[src/rtl/redm_pkg.sv]
// shared types and constants for the red/ecn marker
// command and status bundles between controller and datapath
package redm_pkg;

  localparam int AVG_FRAC_BITS = 16;
  localparam int AVG_W         = 27;
  localparam int CNT_W         = 17;
  localparam int Q_W           = 11;

  localparam logic [Q_W-1:0]   MAX_QUEUE = 11'd1024;
  localparam logic [CNT_W-1:0] COUNT_MAX = 17'd65535;
  localparam logic [CNT_W-1:0] COUNT_NONE = '1;

  localparam logic [1:0] VERDICT_SEND = 2'd0;
  localparam logic [1:0] VERDICT_MARK = 2'd1;
  localparam logic [1:0] VERDICT_DROP = 2'd2;

  localparam logic [1:0] CODE_NOT_ECT = 2'd0;
  localparam logic [1:0] CODE_CE      = 2'd3;

  localparam logic [2:0] REG_MIN_TH   = 3'd0;
  localparam logic [2:0] REG_MAX_TH   = 3'd1;
  localparam logic [2:0] REG_MAX_PROB = 3'd2;
  localparam logic [2:0] REG_W_SHIFT  = 3'd3;
  localparam logic [2:0] REG_CAPACITY = 3'd4;

  typedef struct packed {
    logic load;
    logic pend_mark;
    logic avg_move;
    logic decay;
    logic eval;
    logic mul;
    logic div_init;
    logic div_step;
    logic prod;
    logic rmul;
    logic cmp;
    logic push;
  } cmd_t;

  typedef struct packed {
    logic       pending;
    logic       q_zero;
    logic [7:0] idle;
    logic       band;
  } sts_t;

endpackage

[src/rtl/red_ecn_marker_core.sv]
// red/ecn marker: one verdict per packet, registered with m_tvalid; a pending mark goes
// straight to it, a non-empty queue is averaged then judged, an empty queue first decays
// once per idle slot, and the marking band adds a multiply and a 16-step serial divide.
// one packet at a time; the next transfer is taken the cycle after the result is registered,
// also while that result waits on the output.
// rst is synchronous: config returns to 5/50/6554/9/100, average 0, count -1, flag 0.
// depends on redm_pkg, redm_ctrl and redm_datapath
module red_ecn_marker_core (
  input  logic        clk,
  input  logic        rst,
  input  logic        cfg_wr_en,
  input  logic [2:0]  cfg_addr,
  input  logic [15:0] cfg_wdata,
  input  logic        s_tvalid,
  output logic        s_tready,
  input  logic [39:0] s_tdata,   // queue_length, ecn_codepoint, idle_slots, random_value
  input  logic        s_tuser,   // ecn_ipv4
  output logic        m_tvalid,
  input  logic        m_tready,
  output logic [7:0]  m_tdata    // verdict, set_ce
);
  import redm_pkg::*;

  cmd_t cmd;
  sts_t sts;

  redm_ctrl u_ctrl (
    .clk      (clk),
    .rst      (rst),
    .s_tvalid (s_tvalid),
    .s_tready (s_tready),
    .m_tvalid (m_tvalid),
    .m_tready (m_tready),
    .sts      (sts),
    .cmd      (cmd)
  );

  redm_datapath u_dp (
    .clk       (clk),
    .rst       (rst),
    .cfg_wr_en (cfg_wr_en),
    .cfg_addr  (cfg_addr),
    .cfg_wdata (cfg_wdata),
    .s_tdata   (s_tdata),
    .s_tuser   (s_tuser),
    .m_tdata   (m_tdata),
    .cmd       (cmd),
    .sts       (sts)
  );

endmodule

[src/rtl/redm_ctrl.sv]
// sequencing state machine for the red/ecn marker
// depends on redm_pkg; drives redm_datapath through cmd_t
module redm_ctrl (
  input  logic          clk,
  input  logic          rst,
  input  logic          s_tvalid,
  output logic          s_tready,
  output logic          m_tvalid,
  input  logic          m_tready,
  input  redm_pkg::sts_t sts,
  output redm_pkg::cmd_t cmd
);
  import redm_pkg::*;

  typedef enum logic [10:0] {
    S_IDLE  = 11'b00000000001,
    S_START = 11'b00000000010,
    S_DECAY = 11'b00000000100,
    S_EVAL  = 11'b00000001000,
    S_MUL   = 11'b00000010000,
    S_DINIT = 11'b00000100000,
    S_DIV   = 11'b00001000000,
    S_PROD  = 11'b00010000000,
    S_RMUL  = 11'b00100000000,
    S_CMP   = 11'b01000000000,
    S_DONE  = 11'b10000000000
  } state_t;

  state_t     state, state_next;
  logic [7:0] cnt, cnt_next;
  logic       out_free;

  assign s_tready = (state == S_IDLE);
  assign out_free = !m_tvalid || m_tready;

  always_comb begin
    state_next = state;
    cnt_next   = cnt;
    cmd        = '0;
    unique case (state)
      S_IDLE: begin
        if (s_tvalid) begin
          cmd.load   = 1'b1;
          state_next = S_START;
        end
      end
      S_START: begin
        priority if (sts.pending) begin
          cmd.pend_mark = 1'b1;
          state_next    = S_DONE;
        end else if (sts.q_zero) begin
          cnt_next   = sts.idle;
          state_next = S_DECAY;
        end else begin
          cmd.avg_move = 1'b1;
          state_next   = S_EVAL;
        end
      end
      S_DECAY: begin
        if (cnt == 8'd0) begin
          state_next = S_EVAL;
        end else begin
          cmd.decay = 1'b1;
          cnt_next  = cnt - 8'd1;
        end
      end
      S_EVAL: begin
        cmd.eval   = 1'b1;
        state_next = sts.band ? S_MUL : S_DONE;
      end
      S_MUL: begin
        cmd.mul    = 1'b1;
        state_next = S_DINIT;
      end
      S_DINIT: begin
        cmd.div_init = 1'b1;
        cnt_next     = 8'd15;
        state_next   = S_DIV;
      end
      S_DIV: begin
        cmd.div_step = 1'b1;
        cnt_next     = cnt - 8'd1;
        if (cnt == 8'd0) state_next = S_PROD;
      end
      S_PROD: begin
        cmd.prod   = 1'b1;
        state_next = S_RMUL;
      end
      S_RMUL: begin
        cmd.rmul   = 1'b1;
        state_next = S_CMP;
      end
      S_CMP: begin
        cmd.cmp    = 1'b1;
        state_next = S_DONE;
      end
      S_DONE: begin
        if (out_free) begin
          cmd.push   = 1'b1;
          state_next = S_IDLE;
        end
      end
      default: state_next = S_IDLE;
    endcase
  end

  always_ff @(posedge clk) begin
    if (rst) begin
      state    <= S_IDLE;
      cnt      <= 8'd0;
      m_tvalid <= 1'b0;
    end else begin
      state <= state_next;
      cnt   <= cnt_next;
      if (cmd.push) m_tvalid <= 1'b1;
      else if (m_tready) m_tvalid <= 1'b0;
    end
  end

endmodule

[src/rtl/redm_datapath.sv]
// config registers, average/count state and arithmetic for the red/ecn marker
// depends on redm_pkg; steered by redm_ctrl through cmd_t
module redm_datapath (
  input  logic                clk,
  input  logic                rst,
  input  logic                cfg_wr_en,
  input  logic [2:0]          cfg_addr,
  input  logic [15:0]         cfg_wdata,
  input  logic [39:0]         s_tdata,
  input  logic                s_tuser,
  output logic [7:0]          m_tdata,
  input  redm_pkg::cmd_t      cmd,
  output redm_pkg::sts_t      sts
);
  import redm_pkg::*;

  // configuration
  logic [10:0] min_th, max_th, capacity;
  logic [15:0] max_prob;
  logic [3:0]  w_shift;

  // state
  logic [AVG_W-1:0] avg;
  logic [CNT_W-1:0] count;
  logic             mark_flag;

  // latched item
  logic [Q_W-1:0] q;
  logic           ipv4;
  logic [1:0]     code;
  logic [7:0]     idle;
  logic [15:0]    rnd;

  // work registers
  logic [41:0] prod;
  logic [10:0] rem;
  logic [15:0] qsh;
  logic [31:0] prod2;
  logic [32:0] rprod;
  logic        nonpos;
  logic [1:0]  res_verdict;
  logic        res_ce;
  logic [1:0]  out_verdict;
  logic        out_ce;

  logic [Q_W-1:0]   q_in;
  logic [10:0]      cap;
  logic [AVG_W-1:0] lo, hi, target;
  logic             capable, drop, in_band;
  logic [10:0]      diff;
  logic [11:0]      trial;
  logic             trial_ge;
  logic [16:0]      dval;
  logic             mark_now;

  assign q_in = (s_tdata[10:0] > MAX_QUEUE) ? MAX_QUEUE : s_tdata[10:0];
  assign cap     = (capacity > max_th) ? capacity : max_th;
  assign lo      = {5'd0, min_th, 11'd0} << 5;
  assign hi      = {5'd0, max_th, 11'd0} << 5;
  assign target  = {q, 16'd0};
  assign capable = ipv4 && (code != CODE_NOT_ECT);
  assign drop    = (q >= cap);
  assign in_band = (lo <= avg) && (avg < hi);
  assign diff    = max_th - min_th;
  assign trial   = {rem, qsh[15]};
  assign trial_ge = (trial >= {1'b0, diff});
  assign dval    = 17'h10000 - {1'b0, prod2[15:0]};
  assign mark_now = nonpos || (rprod < {1'b0, qsh, 16'd0});

  assign sts.pending = capable && mark_flag && (code != CODE_CE);
  assign sts.q_zero  = (q == '0);
  assign sts.idle    = idle;
  assign sts.band    = capable && !drop && in_band;

  assign m_tdata = {5'd0, out_ce, out_verdict};

  always_ff @(posedge clk) begin
    if (rst) begin
      min_th    <= 11'd5;
      max_th    <= 11'd50;
      max_prob  <= 16'd6554;
      w_shift   <= 4'd9;
      capacity  <= 11'd100;
      avg       <= '0;
      count     <= COUNT_NONE;
      mark_flag <= 1'b0;
    end else begin
      if (cfg_wr_en) begin
        unique case (cfg_addr)
          REG_MIN_TH:   min_th   <= cfg_wdata[10:0];
          REG_MAX_TH:   max_th   <= cfg_wdata[10:0];
          REG_MAX_PROB: max_prob <= cfg_wdata;
          REG_W_SHIFT:  w_shift  <= cfg_wdata[3:0];
          REG_CAPACITY: capacity <= cfg_wdata[10:0];
          default: ;
        endcase
      end
      if (cmd.pend_mark) mark_flag <= 1'b0;
      if (cmd.avg_move) begin
        if (target >= avg) avg <= avg + ((target - avg) >> w_shift);
        else avg <= avg - ((avg - target) >> w_shift);
      end
      if (cmd.decay) avg <= avg - (avg >> w_shift);
      if (cmd.eval) begin
        priority if (drop) count <= '0;
        else if (!capable) count <= COUNT_NONE;
        else if (in_band) begin
          if (count != COUNT_MAX) count <= count + 17'd1;
        end else if (avg >= hi) begin
          count <= '0;
          if (code == CODE_CE) mark_flag <= 1'b1;
        end else count <= COUNT_NONE;
      end
      if (cmd.cmp && mark_now) begin
        count <= '0;
        if (code == CODE_CE) mark_flag <= 1'b1;
      end
    end
  end

  always_ff @(posedge clk) begin
    if (cmd.load) begin
      q    <= q_in;
      ipv4 <= s_tuser;
      code <= s_tdata[12:11];
      idle <= s_tdata[20:13];
      rnd  <= s_tdata[36:21];
    end
    if (cmd.pend_mark) begin
      res_verdict <= VERDICT_MARK;
      res_ce      <= 1'b1;
    end
    if (cmd.eval) begin
      priority if (drop) begin
        res_verdict <= VERDICT_DROP;
        res_ce      <= 1'b0;
      end else if (capable && !in_band && avg >= hi) begin
        res_verdict <= VERDICT_MARK;
        res_ce      <= (code != CODE_CE);
      end else begin
        res_verdict <= VERDICT_SEND;
        res_ce      <= 1'b0;
      end
    end
    if (cmd.mul) prod <= max_prob * (avg - lo);
    if (cmd.div_init) begin
      rem <= {1'b0, prod[41:32]};
      qsh <= prod[31:16];
    end
    // restoring divide, one quotient bit per step
    if (cmd.div_step) begin
      rem <= trial_ge ? 11'(trial - {1'b0, diff}) : trial[10:0];
      qsh <= {qsh[14:0], trial_ge};
    end
    if (cmd.prod) prod2 <= count[15:0] * qsh;
    if (cmd.rmul) begin
      nonpos <= (prod2[31:16] != 16'd0);
      rprod  <= rnd * dval;
    end
    if (cmd.cmp && mark_now) begin
      res_verdict <= VERDICT_MARK;
      res_ce      <= (code != CODE_CE);
    end
    if (cmd.push) begin
      out_verdict <= res_verdict;
      out_ce      <= res_ce;
    end
  end

endmodule

[config.mk]
export PLATFORM = sky130hd
export DESIGN_NAME = red_ecn_marker_core
export DESIGN_NICKNAME = d
export VERILOG_FILES = /design/src/rtl/redm_pkg.sv /design/src/rtl/red_ecn_marker_core.sv /design/src/rtl/redm_ctrl.sv /design/src/rtl/redm_datapath.sv
export SDC_FILE = /design/constraint.sdc
export NUM_CORES = 2
export LEC_CHECK = 0
export BUFFER_PORTS_ARGS = -buffer_cell sky130_fd_sc_hd__buf_2
export CAP_MARGIN = 10
export CORE_UTILIZATION = 45
export CTS_CLUSTER_SIZE = 24
export DETAILED_ROUTE_END_ITERATION = 7
export GPL_ROUTABILITY_DRIVEN = 0
export GPL_TIMING_DRIVEN = 0
export PLACE_DENSITY = 0.68
export SYNTH_ARGS = -nofsm -noshare
export SYNTH_HDL_FRONTEND = slang
export SYNTH_SLANG_ARGS = --single-unit
[constraint.sdc]
create_clock -name clk -period 19.1 [get_ports clk]
set_input_delay 3.82 -clock clk [delete_from_list [all_inputs] [get_ports clk]]
set_output_delay 3.82 -clock clk [all_outputs]
set_load 0.02 [all_outputs]
After elaboration in Yosys (flattened, before gate mapping)
Cells that the tools add are included.

Register bits: 297. Output and inout bits: 10.

Multipliers: 3. Muxes and demuxes: 65. Eq/ne operators: 26. Reduce and logical (&&, ||, !) cells: 34. Shift operators: 3. $add $sub $neg: 11. Order comparisons: 9.

Operators by type and width (number): one-hot mux 11 bit (11 select lines) (1); 2-to-1 mux 17 bit (7); 2-to-1 mux 11 bit (10); subtractor 27 bit (4); 2-to-1 mux 27 bit (3); right shift 27 x 4 -> 27 bit (3); >= comparator 27 bit (2); multiplier 16 x 42 -> 42 bit (1); < comparator 33 x 32 -> 1 bit (1); multiplier 16 x 17 -> 33 bit (1); 2-to-1 mux 1 bit (33); multiplier 16 x 16 -> 32 bit (1); 2-to-1 mux 16 bit (2); one-hot mux 8 bit (4 select lines) (1); subtractor 27 x 27 -> 28 bit (1); adder 27 bit (1); <= comparator 27 bit (1); < comparator 27 bit (1); 2-to-1 mux 8 bit (3); subtractor 11 bit (2); adder 17 x 1 -> 17 bit (second input constant) (1); inequality test 17 x 16 -> 1 bit (second input constant) (1); subtractor 17 x 16 -> 17 bit (first input constant) (1); nonzero test 16 bit (1); other kinds (36) (68).

Logic depth before layout (Yosys ltp)
Depth after elaboration: 15. Depth in mapped cells: 36. Depth with buffers taken out: 34.

Hierarchy
Synthesis repeated with hierarchy kept, for this count alone.

Cells, all modules: 6058. Area, all modules: 52541.6 sq um.

Modules (own cells, without submodules): redm_datapath (cells an instance 5889, area each 51186.6 sq um, instances 1, seq. area each 6356.1 sq um); redm_ctrl (cells an instance 169, area each 1355.0 sq um, instances 1, seq. area each 400.4 sq um).

Worst setup path after synthesis
OpenSTA, ideal clock, no wires.

Path type: flip-flop to flip-flop. Start: register u_dp.avg[16]. End: register u_dp.prod[41], data pin. Path buffers: 1. Cell stages (with the launch flop): 35. Setup slack: 10.799 ns. Library setup time: 0.260 ns. Period minus slack after synthesis: 8.301 ns. Arrival time: 8.041 ns. Required time: 18.840 ns. Cell sequence: dfxtp_1 -> inv_1 -> ha_1 -> inv_1 -> fa_1 -> a21o_1 -> a21oi_1 -> o21ai_0 -> a21oi_1 -> o21ai_0 -> a21oi_1 -> nor2b_1 -> o21a_1 -> nor2_1 -> xnor2_1 -> clkbuf_1 -> nand2_1 -> fa_1 -> fa_1 -> fa_1 -> fa_1 -> fa_1 -> inv_1 -> fa_1 -> ha_1 -> or3_1 -> nor3_1 -> nor3_1 -> a221o_1 -> o221a_2 -> a22o_1 -> o21ai_0 -> a21oi_1 -> a21oi_1 -> xnor2_1.

Cells in the longest elaborated chain, start to end: 2.

Ends and longest elaborated chain: start, declared (line redm_datapath.sv:23) `logic [AVG_W-1:0] avg;`; start signal, assigned (line redm_datapath.sv:100) `if (target >= avg) avg <= avg + ((target - avg) >> w_shift);`; start signal, assigned (line redm_datapath.sv:101) `else avg <= avg - ((avg - target) >> w_shift);`; start signal, assigned (line redm_datapath.sv:103) `if (cmd.decay) avg <= avg - (avg >> w_shift);`; subtractor 27 x 27 -> 28 bit (line redm_datapath.sv:145) `if (cmd.mul) prod <= max_prob * (avg - lo);`; multiplier 16 x 42 -> 42 bit (line redm_datapath.sv:145); end signal, assigned (line redm_datapath.sv:145); end, declared (line redm_datapath.sv:35) `logic [41:0] prod;`.

No other way between the ends. A chain may end at the register's enable or synchronous reset.

Final worst setup path
Start: register u_dp.avg[11]. End: register u_dp.prod[41], data pin.

Same word-level chain as after synthesis.

==> flow_results.xml <==
<?xml version="1.0" encoding="UTF-8"?>
<metrics>
  <group name="outcome">
    <metric name="outcome" unit="">finished clean</metric>
  </group>
  <group name="cells_and_area">
    <metric name="final.fill_count" unit="">10859</metric>
    <metric name="area_growth" unit="%">6.92</metric>
    <metric name="num-nets-final" unit="">7397</metric>
    <metric name="final-seq-area" unit="sq mm">0.00676</metric>
    <metric name="multi_input_area" unit="sq mm">0.0401</metric>
    <metric name="finish.instance_area" unit="sq mm">0.0555</metric>
    <metric name="final_layout_size_suffix_gt1_frac" unit="">0.0447</metric>
  </group>
  <group name="sta">
    <metric name="achievable-frequency" unit="MHz">98.1</metric>
    <metric name="finalClockSkew" unit="ps">33.9</metric>
    <metric name="slew-limit-headroom" unit="">0.134</metric>
    <metric name="fin_setup_tns" unit="ps">0</metric>
    <metric name="pin_slew_with_the_least_headroom_to_its_limit" unit="ps">1290</metric>
    <metric name="rsz0062_at_grt" unit="">false</metric>
    <metric name="timing.final.crit_share" unit="">0.534</metric>
    <metric name="final.min_clock_period" unit="ps">10190</metric>
    <metric name="slew_viol_final" unit="">0</metric>
    <metric name="hold_violations" unit="">0</metric>
    <metric name="worst_slack" unit="ps">8910</metric>
    <metric name="report.final.setup_viol" unit="">0</metric>
  </group>
  <group name="worst_setup_path">
    <metric name="crit_arrival" unit="ps">10510</metric>
    <metric name="crit_path_start_kind" unit="">register</metric>
    <metric name="r2r_start" unit="">u_dp.avg[11]</metric>
    <metric name="path_max_fanout" unit="">10</metric>
    <metric name="worst_stage_delay_on_the_critical_path" unit="ps">1020</metric>
    <metric name="critical-path-slowest-cell" unit="">a211oi_1</metric>
    <metric name="critPathCaptureType" unit="">register</metric>
    <metric name="worst-setup-path-type" unit="">register to register</metric>
    <metric name="cpMostUsedCell" unit="">fa_1</metric>
    <metric name="worstPathRequired" unit="ps">19420</metric>
    <metric name="cp-endpoint" unit="">u_dp.prod[41]</metric>
    <metric name="reg2reg_setup_slack" unit="ps">8910</metric>
    <metric name="timing.critical_path.from" unit="">u_dp.avg[11]</metric>
    <metric name="r2r_cells" unit="">29</metric>
    <metric name="reg2reg_to" unit="">u_dp.prod[41]</metric>
  </group>
  <group name="clock_tree">
    <metric name="htreeDepth" unit="">2</metric>
    <metric name="ctsRootBufferMaster" unit="">clkbuf_16</metric>
    <metric name="cts_inserted_buffers" unit="">36</metric>
    <metric name="holdBufCountCts" unit="">0</metric>
    <metric name="post_cts.resized_instances" unit="">0</metric>
    <metric name="post-cts-setup-buffer-count" unit="">0</metric>
    <metric name="clock-sinks" unit="">265</metric>
    <metric name="worst_path_clk_slew" unit="ps">60</metric>
    <metric name="cts_tree" unit="">done</metric>
    <metric name="clock_latency_on_the_worst_skew_pair" unit="ps">590</metric>
    <metric name="cts-root-to-sink-buffers" unit="">3</metric>
  </group>
  <group name="routing">
    <metric name="via_per_inst" unit="">5.69</metric>
    <metric name="antenna_left" unit="">0</metric>
    <metric name="drtIter0Drc" unit="">4099</metric>
    <metric name="detail_route.wirelength" unit="mm">155</metric>
    <metric name="detail_route.wl_per_cell" unit="microns">20.3</metric>
    <metric name="drt-pass1-iter-count" unit="">6</metric>
    <metric name="route.vias.total" unit="">43478</metric>
    <metric name="drc_violations_left" unit="">0</metric>
  </group>
  <group name="placement">
    <metric name="dpl_cell_area" unit="sq mm">0.0542</metric>
    <metric name="numPortBuffers" unit="">65</metric>
    <metric name="dp_worst_setup_slack" unit="ps">8960</metric>
    <metric name="place_hpwl" unit="mm">127</metric>
  </group>
  <group name="floorplanning">
    <metric name="floorplan.die_area" unit="sq mm">0.117</metric>
    <metric name="rows" unit="">124</metric>
    <metric name="fp.coreArea" unit="sq mm">0.114</metric>
    <metric name="floorplan.io_pins" unit="">75</metric>
    <metric name="fp.dieH" unit="microns">342</metric>
    <metric name="initial_core_util" unit="">0.454</metric>
    <metric name="dieWidth" unit="microns">342</metric>
  </group>
  <group name="grt">
    <metric name="grt_max_degree" unit="">28</metric>
    <metric name="antenna_found_initial" unit="">6</metric>
    <metric name="grt_first_pass_wirelength" unit="mm">246</metric>
    <metric name="globalRouteOverflowTotal" unit="">0</metric>
    <metric name="number_of_global_route_vias_before_repair" unit="">44630</metric>
    <metric name="grtUsageTotal" unit="">0.268</metric>
  </group>
  <group name="worst_hold_path">
    <metric name="min_delay_path_depth" unit="">2</metric>
    <metric name="min_path_type" unit="">register to register</metric>
  </group>
  <group name="yosys">
    <metric name="mean_area_per_synthesized_cell" unit="sq um">8.67</metric>
    <metric name="yosys_warnings" unit="">0</metric>
    <metric name="yosys.cell_types.count" unit="">104</metric>
    <metric name="synth-edff-count" unit="">145</metric>
    <metric name="syn-instance-count" unit="">5987</metric>
    <metric name="ys_seq_elements" unit="">265</metric>
    <metric name="yosysTopAreaCell" unit="">fa_1</metric>
    <metric name="synth.cells.most_frequent" unit="">nand2_1 (991), inv_1 (970), fa_1 (821)</metric>
    <metric name="synthMostInstantiatedCell" unit="">nand2_1</metric>
    <metric name="ys_dominant_reg_cell" unit="">edfxtp_1</metric>
    <metric name="mappedNetlistArea" unit="sq mm">0.0519</metric>
    <metric name="seq_area_frac_synth" unit="">0.130</metric>
    <metric name="synth_area_leaders" unit="">fa_1 (32%), ha_1 (9.9%), edfxtp_1 (8.4%)</metric>
    <metric name="synth_async_sr_flop_share" unit="">0</metric>
    <metric name="netlist.area_leader.share" unit="">0.316</metric>
  </group>
  <group name="run">
    <metric name="maxCapViolations" unit="">0</metric>
  </group>
</metrics>
## critical path, delay by kind of cell (launching register included)
kind            cells  cell delay (ps)
simple gates        3              510
flops               1              610
buf+inv             8             2050
fa+ha+maj           7             3360
xor+xnor            1              120
compound gates     10             3270
## worst min-delay path by stage
stage                   start        endpoint  slack [ps]
6_report       u_dp.min_th[4]  u_dp.min_th[4]         460
5_1_grt        u_dp.min_th[5]  u_dp.min_th[5]         470
4_1_cts        u_dp.min_th[4]  u_dp.min_th[4]         450
3_5_place_dp   u_dp.min_th[4]  u_dp.min_th[4]         450
3_3_place_gp   u_dp.min_th[7]  u_dp.min_th[7]         440
2_1_floorplan     u_dp.res_ce     u_dp.out_ce         400
## per-stage QoR
stage,cells,hold slack [ps],util
6_report,7641,456,0.486
5_1_grt,7641,475,0.486
4_1_cts,7638,455,0.485
3_5_place_dp,7572,447,0.474
3_3_place_gp,7568,443,0.474
2_1_floorplan,5991,400,-
## state kept, by name, indices dropped and copies added, names as in the netlist, 11 cells and up
name,count
u_dp.min_th,11
u_dp.prod,26
u_dp.max_prob,16
u_dp.capacity,11
u_dp.rnd,16
u_dp.q,11
u_ctrl.state,11
u_dp.count,17
u_dp.qsh,16
u_dp.prod2,32
u_dp.avg,27
u_dp.rem,11
u_dp.max_th,11
u_dp.rprod,17
## per-layer routing
layer  share of wire  GRT usage
met2            0.44      0.420
met4           0.046      0.114
met5        0.000071          0
met1            0.41      0.359
met3           0.098     0.0540
## layout make-up
cell class	count	area share
buffer	342	0.0267
multi-input combinational	4413	0.722
inverter	971	0.0656
antenna	2	0.0000901
clock inverter	23	0.00487
timing repair buffer	70	0.00739
sequential	265	0.122
tap	1512	0.0341
clock buffer	43	0.0180
## layout by cell type, fill, tap and decap left out, types with 37 or more instances in the layout
master / synthesis / routed
a21o_1: 71 / 71
a21oi_1: 239 / 239
nand2_1: 991 / 991
o21a_1: 45 / 45
nand3_1: 78 / 78
o21ai_0: 164 / 164
ha_1: 412 / 412
dfxtp_1: 120 / 120
clkbuf_16: 0 / 39
xor2_1: 58 / 58
mux2i_1: 69 / 69
inv_1: 970 / 970
nor2b_1: 49 / 49
nand2b_1: 48 / 48
buf_2: 6 / 73
xnor2_1: 150 / 150
fa_1: 821 / 821
a211oi_1: 39 / 39
clkbuf_1: 280 / 283
nor3_1: 85 / 85
edfxtp_1: 145 / 145
and2_1: 344 / 343
nor4_1: 37 / 37
nor2_1: 218 / 218
## kinds of logic after synthesis
| kind of cell | synth area share |
|---|---|
| AO/OA/AOI/OAI | 0.101 |
| XOR/XNOR | 0.0351 |
| adder cells (fa/ha/maj) | 0.416 |
| buffers and inverters | 0.0987 |
| flip-flops | 0.130 |
| multiplexers | 0.0322 |
| other | 0.0000722 |
| AND/OR/NAND/NOR | 0.187 |
Power is left out: the tool's default activity adds up to more than one toggle a clock period on the data nets, which glitch-free logic cannot reach.
